[config.mk]
export PLATFORM = sky130hd
export DESIGN_NAME = pid_controller_step
export DESIGN_NICKNAME = d
export VERILOG_FILES = /design/src/rtl/pidc_pkg.sv /design/src/rtl/pidc_div.sv /design/src/rtl/pidc_datapath.sv /design/src/rtl/pidc_ctrl.sv /design/src/rtl/pid_controller_step.sv
export SDC_FILE = /design/constraint.sdc
export NUM_CORES = 2
export LEC_CHECK = 0
export BUFFER_PORTS_ARGS = -buffer_cell sky130_fd_sc_hd__clkbuf_2
export CAP_MARGIN = 10
export CORE_UTILIZATION = 55
export CTS_CLUSTER_SIZE = 40
export DETAILED_ROUTE_END_ITERATION = 10
export GPL_ROUTABILITY_DRIVEN = 0
export PLACE_DENSITY = 0.71
export SYNTH_ARGS = -nofsm -noshare
export SYNTH_HDL_FRONTEND = slang
export SYNTH_HIERARCHICAL = 1
export SYNTH_SLANG_ARGS = --single-unit
[constraint.sdc]
create_clock -name clk -period 30.4 [get_ports clk]
set_clock_uncertainty 0.15 [all_clocks]
set_input_delay 3.04 -clock clk [delete_from_list [all_inputs] [get_ports clk]]
set_output_delay 3.04 -clock clk [all_outputs]
set_load 0.02 [all_outputs]
[src/rtl/pidc_pkg.sv]
// pidc_pkg: shared types and constants for the pid controller step block
// covers widths, register indexes, state encoding and controller/datapath structs
// no dependencies
package pidc_pkg;

	// fixed constants of the control law
	localparam logic [15:0] DT_LIMIT_US       = 16'd1500;
	localparam logic [15:0] FILTER_BETA_RESET = 16'd6554;

	// configuration port
	localparam int CFG_INDEX_W = 3;
	localparam int CFG_DATA_W  = 16;

	// shared multiplier and divider widths
	localparam int MUL_A_W     = 34;
	localparam int MUL_B_W     = 21;
	localparam int PROD_W      = MUL_A_W + MUL_B_W;
	localparam int DIV_NUM_W   = PROD_W - 1;
	localparam int DIV_DEN_W   = 20;
	localparam int DIV_STEPS   = DIV_NUM_W / 2;
	localparam int DIV_CNT_W   = $clog2(DIV_STEPS);

	// microseconds per second, as divisor and as negated scale factor
	localparam logic [DIV_DEN_W-1:0]      USEC_DEN         = 20'd1000000;
	localparam logic signed [MUL_B_W-1:0] NEG_USEC_PER_SEC = -21'sd1000000;

	// register indexes
	typedef enum logic [CFG_INDEX_W-1:0] {
		REG_PROP_GAIN   = 3'd0,
		REG_INTEG_GAIN  = 3'd1,
		REG_DERIV_GAIN  = 3'd2,
		REG_INTEG_LIMIT = 3'd3,
		REG_OUT_MIN     = 3'd4,
		REG_OUT_MAX     = 3'd5,
		REG_FILTER_ON   = 3'd6,
		REG_FILTER_BETA = 3'd7
	} cfg_reg_t;

	// controller states
	typedef enum logic [3:0] {
		S_IDLE,
		S_MUL_P,
		S_LD_P,
		S_MUL_DG,
		S_MUL_DS,
		S_DIV_D,
		S_WAIT_D,
		S_FILT_A,
		S_FILT_B,
		S_FILT_C,
		S_MUL_IG,
		S_MUL_IDT,
		S_DIV_I,
		S_WAIT_I,
		S_TOTAL
	} ctrl_state_t;

	// operand pairs of the shared multiplier
	typedef enum logic [2:0] {
		MUL_NONE,
		MUL_PROP,
		MUL_DGAIN,
		MUL_DSCALE,
		MUL_FOLD,
		MUL_FNEW,
		MUL_IGAIN,
		MUL_IDT
	} mul_op_t;

	typedef enum logic {
		DIV_DERIV,
		DIV_INTEG
	} div_sel_t;

	// controller to datapath
	typedef struct packed {
		logic     take;
		mul_op_t  mul_op;
		logic     ld_p;
		logic     div_start;
		div_sel_t div_sel;
		logic     ld_deriv;
		logic     ld_facc;
		logic     ld_filt;
		logic     ld_integ;
		logic     finish;
	} dp_cmd_t;

	// datapath to controller
	typedef struct packed {
		logic en;
		logic dt_ok;
		logic filt_on;
		logic div_done;
		logic out_free;
	} dp_status_t;

endpackage

[src/rtl/pidc_div.sv]
// pidc_div: iterative signed-by-unsigned divider, two quotient bits per cycle
// quotient truncated toward zero; depends on pidc_pkg
module pidc_div (
	input  logic                                  clk,
	input  logic                                  arst_n,
	input  logic                                  start,
	input  logic signed [pidc_pkg::PROD_W-1:0]    dividend,
	input  logic [pidc_pkg::DIV_DEN_W-1:0]        divisor,
	output logic                                  done,
	output logic signed [pidc_pkg::PROD_W-1:0]    quotient
);
	import pidc_pkg::*;

	logic                     run_q;
	logic                     fin_q;
	logic                     done_q;
	logic [DIV_CNT_W-1:0]     cnt_q;
	logic                     neg_q;
	logic [DIV_NUM_W-1:0]     num_q;
	logic [DIV_DEN_W-1:0]     rem_q;
	logic [DIV_DEN_W-1:0]     den_q;
	logic signed [PROD_W-1:0] quot_q;

	logic [PROD_W-1:0]        dividend_mag;
	logic [DIV_DEN_W:0]       r1;
	logic [DIV_DEN_W:0]       r1n;
	logic [DIV_DEN_W:0]       r2;
	logic [DIV_DEN_W:0]       r2n;
	logic                     q1;
	logic                     q2;

	// magnitude of the dividend
	assign dividend_mag = dividend[PROD_W-1] ? PROD_W'(-dividend) : PROD_W'(dividend);

	// two restoring steps
	always_comb begin
		r1  = {rem_q, num_q[DIV_NUM_W-1]};
		q1  = (r1 >= {1'b0, den_q});
		r1n = q1 ? (r1 - {1'b0, den_q}) : r1;
		r2  = {r1n[DIV_DEN_W-1:0], num_q[DIV_NUM_W-2]};
		q2  = (r2 >= {1'b0, den_q});
		r2n = q2 ? (r2 - {1'b0, den_q}) : r2;
	end

	// sequencing
	always_ff @(posedge clk or negedge arst_n) begin
		if (!arst_n) begin
			run_q  <= 1'b0;
			fin_q  <= 1'b0;
			done_q <= 1'b0;
			cnt_q  <= '0;
		end else begin
			done_q <= fin_q;
			fin_q  <= run_q && !start && (cnt_q == DIV_CNT_W'(DIV_STEPS - 1));
			if (start) begin
				run_q <= 1'b1;
				cnt_q <= '0;
			end else if (run_q) begin
				if (cnt_q == DIV_CNT_W'(DIV_STEPS - 1)) begin
					run_q <= 1'b0;
				end
				cnt_q <= cnt_q + 1'b1;
			end
		end
	end

	// shift registers and sign fix
	always_ff @(posedge clk) begin
		if (start) begin
			num_q <= dividend_mag[DIV_NUM_W-1:0];
			rem_q <= '0;
			den_q <= divisor;
			neg_q <= dividend[PROD_W-1];
		end else if (run_q) begin
			num_q <= {num_q[DIV_NUM_W-3:0], q1, q2};
			rem_q <= r2n[DIV_DEN_W-1:0];
		end
		if (fin_q) begin
			quot_q <= neg_q ? -signed'({1'b0, num_q}) : signed'({1'b0, num_q});
		end
	end

	assign done     = done_q;
	assign quotient = quot_q;

endmodule

[src/rtl/pidc_datapath.sv]
// pidc_datapath: configuration registers, controller state, shared multiplier,
// divider instance and output register; depends on pidc_pkg and pidc_div
module pidc_datapath (
	input  logic                              clk,
	input  logic                              arst_n,
	input  pidc_pkg::dp_cmd_t                 cmd,
	output pidc_pkg::dp_status_t              status,
	input  logic                              cfg_we,
	input  logic [pidc_pkg::CFG_INDEX_W-1:0]  cfg_index,
	input  logic [pidc_pkg::CFG_DATA_W-1:0]   cfg_data,
	input  logic signed [15:0]                setpoint,
	input  logic signed [15:0]                measurement,
	input  logic [15:0]                       elapsed_us,
	input  logic                              loop_enable,
	output logic                              out_valid,
	input  logic                              out_stall,
	output logic signed [15:0]                drive
);
	import pidc_pkg::*;

	// saturate a product or quotient to 32 bits
	function automatic logic signed [31:0] sat32(input logic signed [PROD_W-1:0] x);
		logic signed [31:0] r;
		if (x > PROD_W'(signed'(32'h7fffffff)))
			r = 32'sh7fffffff;
		else if (x < PROD_W'(signed'(32'h80000000)))
			r = signed'(32'h80000000);
		else
			r = x[31:0];
		return r;
	endfunction

	// configuration
	logic [15:0]        prop_gain_q;
	logic [15:0]        integ_gain_q;
	logic [15:0]        deriv_gain_q;
	logic [14:0]        integ_limit_q;
	logic signed [15:0] out_min_q;
	logic signed [15:0] out_max_q;
	logic               filt_on_q;
	logic [15:0]        beta_q;

	// controller state
	logic signed [31:0] integ_q;
	logic signed [15:0] prev_q;
	logic signed [31:0] deriv_q;
	logic signed [31:0] filt_q;

	// per-transaction registers
	logic signed [16:0] err_q;
	logic signed [16:0] dm_q;
	logic signed [15:0] meas_q;
	logic [15:0]        dt_q;
	logic               dt_ok_q;
	logic               en_q;
	logic signed [31:0] p_q;
	logic signed [PROD_W-1:0] prod_q;
	logic signed [PROD_W-1:0] facc_q;

	// output register
	logic               out_valid_q;
	logic signed [15:0] drive_q;

	// combinational
	logic signed [MUL_A_W-1:0]  mul_a;
	logic signed [MUL_B_W-1:0]  mul_b;
	logic signed [PROD_W-1:0]   mul_prod;
	logic [16:0]                one_minus_beta;
	logic                       div_done;
	logic signed [PROD_W-1:0]   div_quot;
	logic [DIV_DEN_W-1:0]       div_den;
	logic signed [PROD_W:0]     mix;
	logic signed [31:0]         filt_new;
	logic signed [33:0]         integ_acc;
	logic signed [33:0]         integ_lim;
	logic signed [31:0]         integ_new;
	logic signed [33:0]         sum;
	logic signed [25:0]         total;
	logic signed [15:0]         drive_new;

	// configuration writes
	always_ff @(posedge clk or negedge arst_n) begin
		if (!arst_n) begin
			prop_gain_q   <= '0;
			integ_gain_q  <= '0;
			deriv_gain_q  <= '0;
			integ_limit_q <= '0;
			out_min_q     <= '0;
			out_max_q     <= '0;
			filt_on_q     <= 1'b0;
			beta_q        <= FILTER_BETA_RESET;
		end else if (cfg_we) begin
			case (cfg_reg_t'(cfg_index))
				REG_PROP_GAIN:   prop_gain_q   <= cfg_data;
				REG_INTEG_GAIN:  integ_gain_q  <= cfg_data;
				REG_DERIV_GAIN:  deriv_gain_q  <= cfg_data;
				REG_INTEG_LIMIT: integ_limit_q <= cfg_data[14:0];
				REG_OUT_MIN:     out_min_q     <= signed'(cfg_data);
				REG_OUT_MAX:     out_max_q     <= signed'(cfg_data);
				REG_FILTER_ON:   filt_on_q     <= cfg_data[0];
				REG_FILTER_BETA: beta_q        <= cfg_data;
				default: ;
			endcase
		end
	end

	// operand selection for the shared multiplier
	assign one_minus_beta = 17'h10000 - {1'b0, beta_q};

	always_comb begin
		case (cmd.mul_op)
			MUL_PROP: begin
				mul_a = MUL_A_W'(err_q);
				mul_b = signed'(MUL_B_W'(prop_gain_q));
			end
			MUL_DGAIN: begin
				mul_a = MUL_A_W'(dm_q);
				mul_b = signed'(MUL_B_W'(deriv_gain_q));
			end
			MUL_DSCALE: begin
				mul_a = prod_q[MUL_A_W-1:0];
				mul_b = NEG_USEC_PER_SEC;
			end
			MUL_FOLD: begin
				mul_a = MUL_A_W'(filt_q);
				mul_b = signed'(MUL_B_W'(one_minus_beta));
			end
			MUL_FNEW: begin
				mul_a = MUL_A_W'(deriv_q);
				mul_b = signed'(MUL_B_W'(beta_q));
			end
			MUL_IGAIN: begin
				mul_a = MUL_A_W'(err_q);
				mul_b = signed'(MUL_B_W'(integ_gain_q));
			end
			MUL_IDT: begin
				mul_a = prod_q[MUL_A_W-1:0];
				mul_b = signed'(MUL_B_W'(dt_q));
			end
			default: begin
				mul_a = '0;
				mul_b = '0;
			end
		endcase
	end

	assign mul_prod = mul_a * mul_b;

	// divider, shared by the rate and the integral increment
	assign div_den = (cmd.div_sel == DIV_DERIV) ? DIV_DEN_W'(dt_q) : USEC_DEN;

	pidc_div u_div (
		.clk      (clk),
		.arst_n   (arst_n),
		.start    (cmd.div_start),
		.dividend (prod_q),
		.divisor  (div_den),
		.done     (div_done),
		.quotient (div_quot)
	);

	// derivative low-pass mix, floor divide by 2^16
	assign mix      = (PROD_W+1)'(facc_q) + (PROD_W+1)'(prod_q);
	assign filt_new = mix[47:16];

	// integral update with symmetric clamp, forced to zero while the integral gain is zero
	always_comb begin
		integ_acc = 34'(integ_q) + div_quot[33:0];
		integ_lim = signed'({11'd0, integ_limit_q, 8'd0});
		if (integ_acc < -integ_lim)
			integ_new = integ_acc[31:0] - integ_acc[31:0] - integ_lim[31:0];
		else if (integ_acc > integ_lim)
			integ_new = integ_lim[31:0];
		else
			integ_new = integ_acc[31:0];
		if (integ_gain_q == 16'd0)
			integ_new = '0;
	end

	// sum of terms, floor divide by 256, output clamp
	always_comb begin
		sum   = 34'(p_q) + 34'(integ_q) + 34'(deriv_q);
		total = sum[33:8];
		if (total < 26'(out_min_q))
			drive_new = out_min_q;
		else if (total > 26'(out_max_q))
			drive_new = out_max_q;
		else
			drive_new = total[15:0];
	end

	// transaction capture and working registers
	always_ff @(posedge clk) begin
		if (cmd.take) begin
			err_q   <= 17'(setpoint) - 17'(measurement);
			dm_q    <= 17'(measurement) - 17'(prev_q);
			meas_q  <= measurement;
			dt_q    <= elapsed_us;
			dt_ok_q <= (elapsed_us != 16'd0) && (elapsed_us <= DT_LIMIT_US);
			en_q    <= loop_enable;
		end
		if (cmd.mul_op != MUL_NONE) begin
			prod_q <= mul_prod;
		end
		if (cmd.ld_p) begin
			p_q <= sat32(prod_q);
		end
		if (cmd.ld_facc) begin
			facc_q <= prod_q;
		end
		if (cmd.finish) begin
			drive_q <= en_q ? drive_new : 16'sd0;
		end
	end

	// controller state updates
	always_ff @(posedge clk or negedge arst_n) begin
		if (!arst_n) begin
			integ_q <= '0;
			prev_q  <= '0;
			deriv_q <= '0;
			filt_q  <= '0;
		end else begin
			if (cmd.ld_deriv) begin
				deriv_q <= sat32(div_quot);
			end else if (cmd.ld_filt) begin
				deriv_q <= filt_new;
				filt_q  <= filt_new;
			end
			if (cmd.ld_integ) begin
				integ_q <= integ_new;
			end else if (cmd.finish && !en_q) begin
				integ_q <= '0;
			end
			if (cmd.finish && en_q) begin
				prev_q <= meas_q;
			end
		end
	end

	// output valid
	always_ff @(posedge clk or negedge arst_n) begin
		if (!arst_n) begin
			out_valid_q <= 1'b0;
		end else if (cmd.finish) begin
			out_valid_q <= 1'b1;
		end else if (!out_stall) begin
			out_valid_q <= 1'b0;
		end
	end

	assign status.en       = en_q;
	assign status.dt_ok    = dt_ok_q;
	assign status.filt_on  = filt_on_q;
	assign status.div_done = div_done;
	assign status.out_free = !out_valid_q || !out_stall;

	assign out_valid = out_valid_q;
	assign drive     = drive_q;

endmodule

[src/rtl/pidc_ctrl.sv]
// pidc_ctrl: sequencing state machine for one controller step
// drives datapath commands from status; depends on pidc_pkg
module pidc_ctrl (
	input  logic                  clk,
	input  logic                  arst_n,
	input  logic                  in_valid,
	output logic                  in_stall,
	input  pidc_pkg::dp_status_t  status,
	output pidc_pkg::dp_cmd_t     cmd
);
	import pidc_pkg::*;

	ctrl_state_t state_q;
	ctrl_state_t state_d;
	logic        take;

	assign in_stall = (state_q != S_IDLE);
	assign take     = in_valid && (state_q == S_IDLE);

	// state register
	always_ff @(posedge clk or negedge arst_n) begin
		if (!arst_n) begin
			state_q <= S_IDLE;
		end else begin
			state_q <= state_d;
		end
	end

	// next state
	always_comb begin
		state_d = state_q;
		case (state_q)
			S_IDLE: begin
				if (in_valid) begin
					state_d = S_MUL_P;
				end
			end
			// enable bit is registered by now; a disabled step skips the arithmetic
			S_MUL_P:   state_d = status.en ? S_LD_P : S_TOTAL;
			S_LD_P: begin
				if (status.dt_ok)
					state_d = S_MUL_DG;
				else if (status.filt_on)
					state_d = S_FILT_A;
				else
					state_d = S_MUL_IG;
			end
			S_MUL_DG:  state_d = S_MUL_DS;
			S_MUL_DS:  state_d = S_DIV_D;
			S_DIV_D:   state_d = S_WAIT_D;
			S_WAIT_D: begin
				if (status.div_done)
					state_d = status.filt_on ? S_FILT_A : S_MUL_IG;
			end
			S_FILT_A:  state_d = S_FILT_B;
			S_FILT_B:  state_d = S_FILT_C;
			S_FILT_C:  state_d = S_MUL_IG;
			S_MUL_IG:  state_d = S_MUL_IDT;
			S_MUL_IDT: state_d = S_DIV_I;
			S_DIV_I:   state_d = S_WAIT_I;
			S_WAIT_I: begin
				if (status.div_done)
					state_d = S_TOTAL;
			end
			S_TOTAL: begin
				if (status.out_free)
					state_d = S_IDLE;
			end
			default:   state_d = S_IDLE;
		endcase
	end

	// command outputs
	always_comb begin
		cmd           = '0;
		cmd.take      = take;
		cmd.mul_op    = MUL_NONE;
		cmd.div_sel   = DIV_DERIV;
		case (state_q)
			S_MUL_P:   cmd.mul_op = MUL_PROP;
			S_LD_P:    cmd.ld_p = 1'b1;
			S_MUL_DG:  cmd.mul_op = MUL_DGAIN;
			S_MUL_DS:  cmd.mul_op = MUL_DSCALE;
			S_DIV_D: begin
				cmd.div_start = 1'b1;
				cmd.div_sel   = DIV_DERIV;
			end
			S_WAIT_D:  cmd.ld_deriv = status.div_done;
			S_FILT_A:  cmd.mul_op = MUL_FOLD;
			S_FILT_B: begin
				cmd.ld_facc = 1'b1;
				cmd.mul_op  = MUL_FNEW;
			end
			S_FILT_C:  cmd.ld_filt = 1'b1;
			S_MUL_IG:  cmd.mul_op = MUL_IGAIN;
			S_MUL_IDT: cmd.mul_op = MUL_IDT;
			S_DIV_I: begin
				cmd.div_start = 1'b1;
				cmd.div_sel   = DIV_INTEG;
			end
			S_WAIT_I: begin
				cmd.div_sel  = DIV_INTEG;
				cmd.ld_integ = status.div_done;
			end
			S_TOTAL:   cmd.finish = status.out_free;
			default: ;
		endcase
	end

endmodule

[src/rtl/pid_controller_step.sv]
// pid_controller_step: top level of the fixed-point pid step block
// joins pidc_ctrl and pidc_datapath; depends on pidc_pkg
//
//  channel | handshake          | payload
//  --------+--------------------+-------------------------------------------------
//  input   | in_valid/in_stall  | setpoint, measurement, elapsed_us, loop_enable
//  output  | out_valid/out_stall| drive
//  config  | cfg_we             | cfg_index, cfg_data
//
// one transaction at a time; a new input is taken only when the sequencer is idle
// enabled step with fresh rate: rate and integral divider passes, filter when on;
// each divider pass runs through start, 27 radix-4 iterations, sign fix and done
// enabled step with held rate: integral divider pass only, filter when on
// disabled step: skips the arithmetic and goes straight to the output
// output register lets the next input be taken while drive waits under out_stall;
// a step that finds the output register full and stalled waits in its last state
// reset clears configuration to defaults and all controller state to zero
module pid_controller_step (
	input  logic                              clk,
	input  logic                              arst_n,
	input  logic                              in_valid,
	output logic                              in_stall,
	input  logic signed [15:0]                setpoint,
	input  logic signed [15:0]                measurement,
	input  logic [15:0]                       elapsed_us,
	input  logic                              loop_enable,
	output logic                              out_valid,
	input  logic                              out_stall,
	output logic signed [15:0]                drive,
	input  logic                              cfg_we,
	input  logic [pidc_pkg::CFG_INDEX_W-1:0]  cfg_index,
	input  logic [pidc_pkg::CFG_DATA_W-1:0]   cfg_data
);
	import pidc_pkg::*;

	dp_cmd_t    cmd;
	dp_status_t status;

	pidc_ctrl u_ctrl (
		.clk      (clk),
		.arst_n   (arst_n),
		.in_valid (in_valid),
		.in_stall (in_stall),
		.status   (status),
		.cmd      (cmd)
	);

	pidc_datapath u_dp (
		.clk         (clk),
		.arst_n      (arst_n),
		.cmd         (cmd),
		.status      (status),
		.cfg_we      (cfg_we),
		.cfg_index   (cfg_index),
		.cfg_data    (cfg_data),
		.setpoint    (setpoint),
		.measurement (measurement),
		.elapsed_us  (elapsed_us),
		.loop_enable (loop_enable),
		.out_valid   (out_valid),
		.out_stall   (out_stall),
		.drive       (drive)
	);

endmodule

==> out/qor.yml <==
status: "complete, no violations"
max_freq_mhz: 80.7
cts_hold_buffers: 0
setup_viol: 0
start_util: 0.554
clockBufferDepth: 3
crit_path_frequent_cell: "fa_1"
antenna_found_initial: 7
netlist_instances: 6589
rows: 123
arrival_ns: 12.62
hold_class: "register to register"
synth_top_area_cell: "fa_1"
vias: 48971
synthDistinctLibCells: 107
synth_edf_count: 349
clk_pin_slew_ns: 0.06
hold_viol: 0
portBuffers: 90
cts_made_buffers: 72
slew_violations: 0
required_ns: 30.63
grt_pass1_vias: 48382
core_area_sq_um: 112000
io_pins: 91
ant_nets: 0
worst_path_max_delay_cell: "nor3_1"
ys_ff_latch: 606
die_h_um: 338
yosysWarnings: 6
syn_area_sq_um: 62200
synth_area_per_cell_sq_um: 9.45
grt_pass1_wl_um: 278000
worstSetupPathType: "register to register"
ys_top_cells_by_area: "fa_1, edfxtp_1, ha_1"
cts.sinks: 606
first_pass_iters: 6
cts_setup_buffers: 0
fin_tns_setup_ns: 0
clkLatencyLatePin_ns: 0.66
root_buffer: "clkbuf_16"
fin_crit_ns: 12.40
grt_overflow: 0
synth_ff_type: "edfxtp_1"
die_w_um: 338
rsz0062_at_grt: "no"
cts_tree: "yes"
nets: 7830
wl_per_cell_um: 21.7
grt_max_degree: 116
cp-end-kind: "register"
syn_nets: 7813
synth_top_area_frac: 0.205
async_flop_share: 0.391
drive_gt1_frac: 0.0869
routed_wl_um: 177000
drtIter0Drc: 4957
drv_cap: 0
critPathMaxStageDelay_ns: 1.04
grt_use_total: 0.310
slew_headroom: 0.119
critPathLaunchType: "register"
syn_to_final_growth_pct: 7.80
final.period_utilization: 0.408
seq_area_frac_synth: 0.270
die_area_sq_um: 115000
tightest_slew_ns: 1.32
cts_max_level: 3
cts_resized: 0
cp_max_fo: 52
vias_per_cell: 6.00
hpwlAfterDp_um: 138000
drc: 0
-- sequential cells by signal (all words and copies together) (netlist names), 32 cells and up --
register,cells
u_dp/prod_q,55
u_dp/u_div/quotient,55
u_dp/u_div/num_q,54
u_dp/integ_q,32
u_dp/facc_q,48
u_dp/p_q,32
u_dp/deriv_q,32
u_dp/filt_q,32
-- layout by cell type, fill, tap and decap left out, drive strengths merged, types with 21 or more instances in the layout --
| cell type | n |
|---|---|
| o31ai | 42 |
| nand3 | 72 |
| o221ai | 22 |
| nor4 | 34 |
| buf | 105 |
| o211ai | 21 |
| or3 | 31 |
| a21o | 113 |
| o21a | 45 |
| clkinv | 31 |
| a31oi | 31 |
| nand2 | 647 |
| xnor2 | 214 |
| a221o | 28 |
| edfxtp | 349 |
| ha | 515 |
| or4 | 32 |
| xor2 | 104 |
| nor2 | 587 |
| a211oi | 77 |
| o21ai | 243 |
| nand4 | 56 |
| nand2b | 46 |
| a21boi | 22 |
| and2 | 30 |
| mux2 | 152 |
| nor3 | 75 |
| o21bai | 33 |
| fa | 636 |
| and3 | 31 |
| inv | 1039 |
| clkbuf | 177 |
| a21oi | 362 |
| a221oi | 37 |
| mux2i | 57 |
| o41ai | 23 |
| nor2b | 85 |
| dfrtp | 230 |
-- critical path: cells and delay by family (launching register included) --
kind,cells,cell delay (ns)
fa+ha+maj,8,3.96
buf+inv,7,1.49
xor+xnor,1,0.07
simple gates,5,1.80
compound gates,12,3.89
flops,1,0.72
-- cell usage after synthesis, types with 12 or more instances --
master,n
nand3_1,72
o31ai_1,41
nor3_1,74
or4_1,23
nor2b_1,85
buf_2,14
nor3b_1,12
nand4_1,56
xor2_1,104
ha_1,515
or2_2,12
a22o_1,20
clkbuf_1,212
nor2_1,585
a221oi_1,37
inv_1,1034
a21boi_0,22
edfxtp_1,349
a31oi_1,30
nand2b_1,46
and3_1,31
nand2_1,647
or3_1,25
a22oi_1,19
dfxtp_1,20
o21ai_1,24
a21o_1,110
a21oi_1,360
mux2i_1,57
o21ai_0,217
o21a_1,45
a211oi_1,74
nor4_1,34
a211o_1,13
a221o_1,27
mux2_2,152
o211ai_1,19
o221ai_1,22
o21bai_1,32
xnor2_1,213
o41ai_1,23
and2_1,27
fa_1,636
dfrtp_1,230
-- logic make-up (layout without fill, tap and decap cells) --
| family | Yosys count | in the layout | synth area share |
|---|---|---|---|
| buf+inv | 1289 | 1366 | 0.0793 |
| xor+xnor | 318 | 318 | 0.0449 |
| compound gates | 1236 | 1236 | 0.131 |
| other cells | 0 | 2 | 0 |
| flops | 606 | 606 | 0.270 |
| fa+ha+maj | 1151 | 1151 | 0.308 |
| mux | 209 | 209 | 0.0367 |
| simple gates | 1780 | 1780 | 0.130 |
-- final cells by class --
class | instances | area [sq um]
Fill cell | 9506 | 45200
Multi-Input combinational cell | 4694 | 40700
Sequential cell | 606 | 16800
Inverter | 1038 | 3900
Clock buffer | 88 | 1930
Tap cell | 1500 | 1880
Timing Repair Buffer | 194 | 1230
Clock inverter | 46 | 601
Antenna cell | 2 | 5.00
-- through the flow --
step	worst slack, ns	cells	hold slack (ns)	utilization	instance area [sq um]
2_1_floorplan	20.62	6589	0.292	-	62200
3_3_place_gp	18.51	8029	0.304	0.575	64600
3_5_place_dp	18.29	8031	0.310	0.575	64600
4_1_cts	18.27	8165	0.323	0.597	67100
5_1_grt	17.47	8168	0.341	0.597	67100
6_report	18.00	8168	0.319	0.597	67100
-- layer usage --
metal	global-route usage	wire [um]	vias to the layer above
li1	-	-	22146
met1	0.433	74700	24300
met2	0.493	81400	2182
met3	0.0473	14800	343
met4	0.107	6380	0
met5	0	0	-
-- path summary, 6_finish.rpt --
path	cells after the start	endpoint	slack [ns]	start
max in group asynchronous	2	u_dp/u_div/fin_q	26.08	arst_n
worst min-delay path	2	u_dp/filt_q[19]	0.32	u_dp/filt_q[19]
worst max register to register	33	u_dp/prod_q[44]	18.00	u_ctrl/state_q[3]
worst min register to register	2	u_dp/filt_q[19]	0.32	u_dp/filt_q[19]
min in group asynchronous	1	u_dp/filt_on_q	2.34	arst_n
worst max-delay path	33	u_dp/prod_q[44]	18.00	u_ctrl/state_q[3]
Power is not shown: default switching activity piles up to over one toggle a cycle in this logic, so the estimate is an artifact.
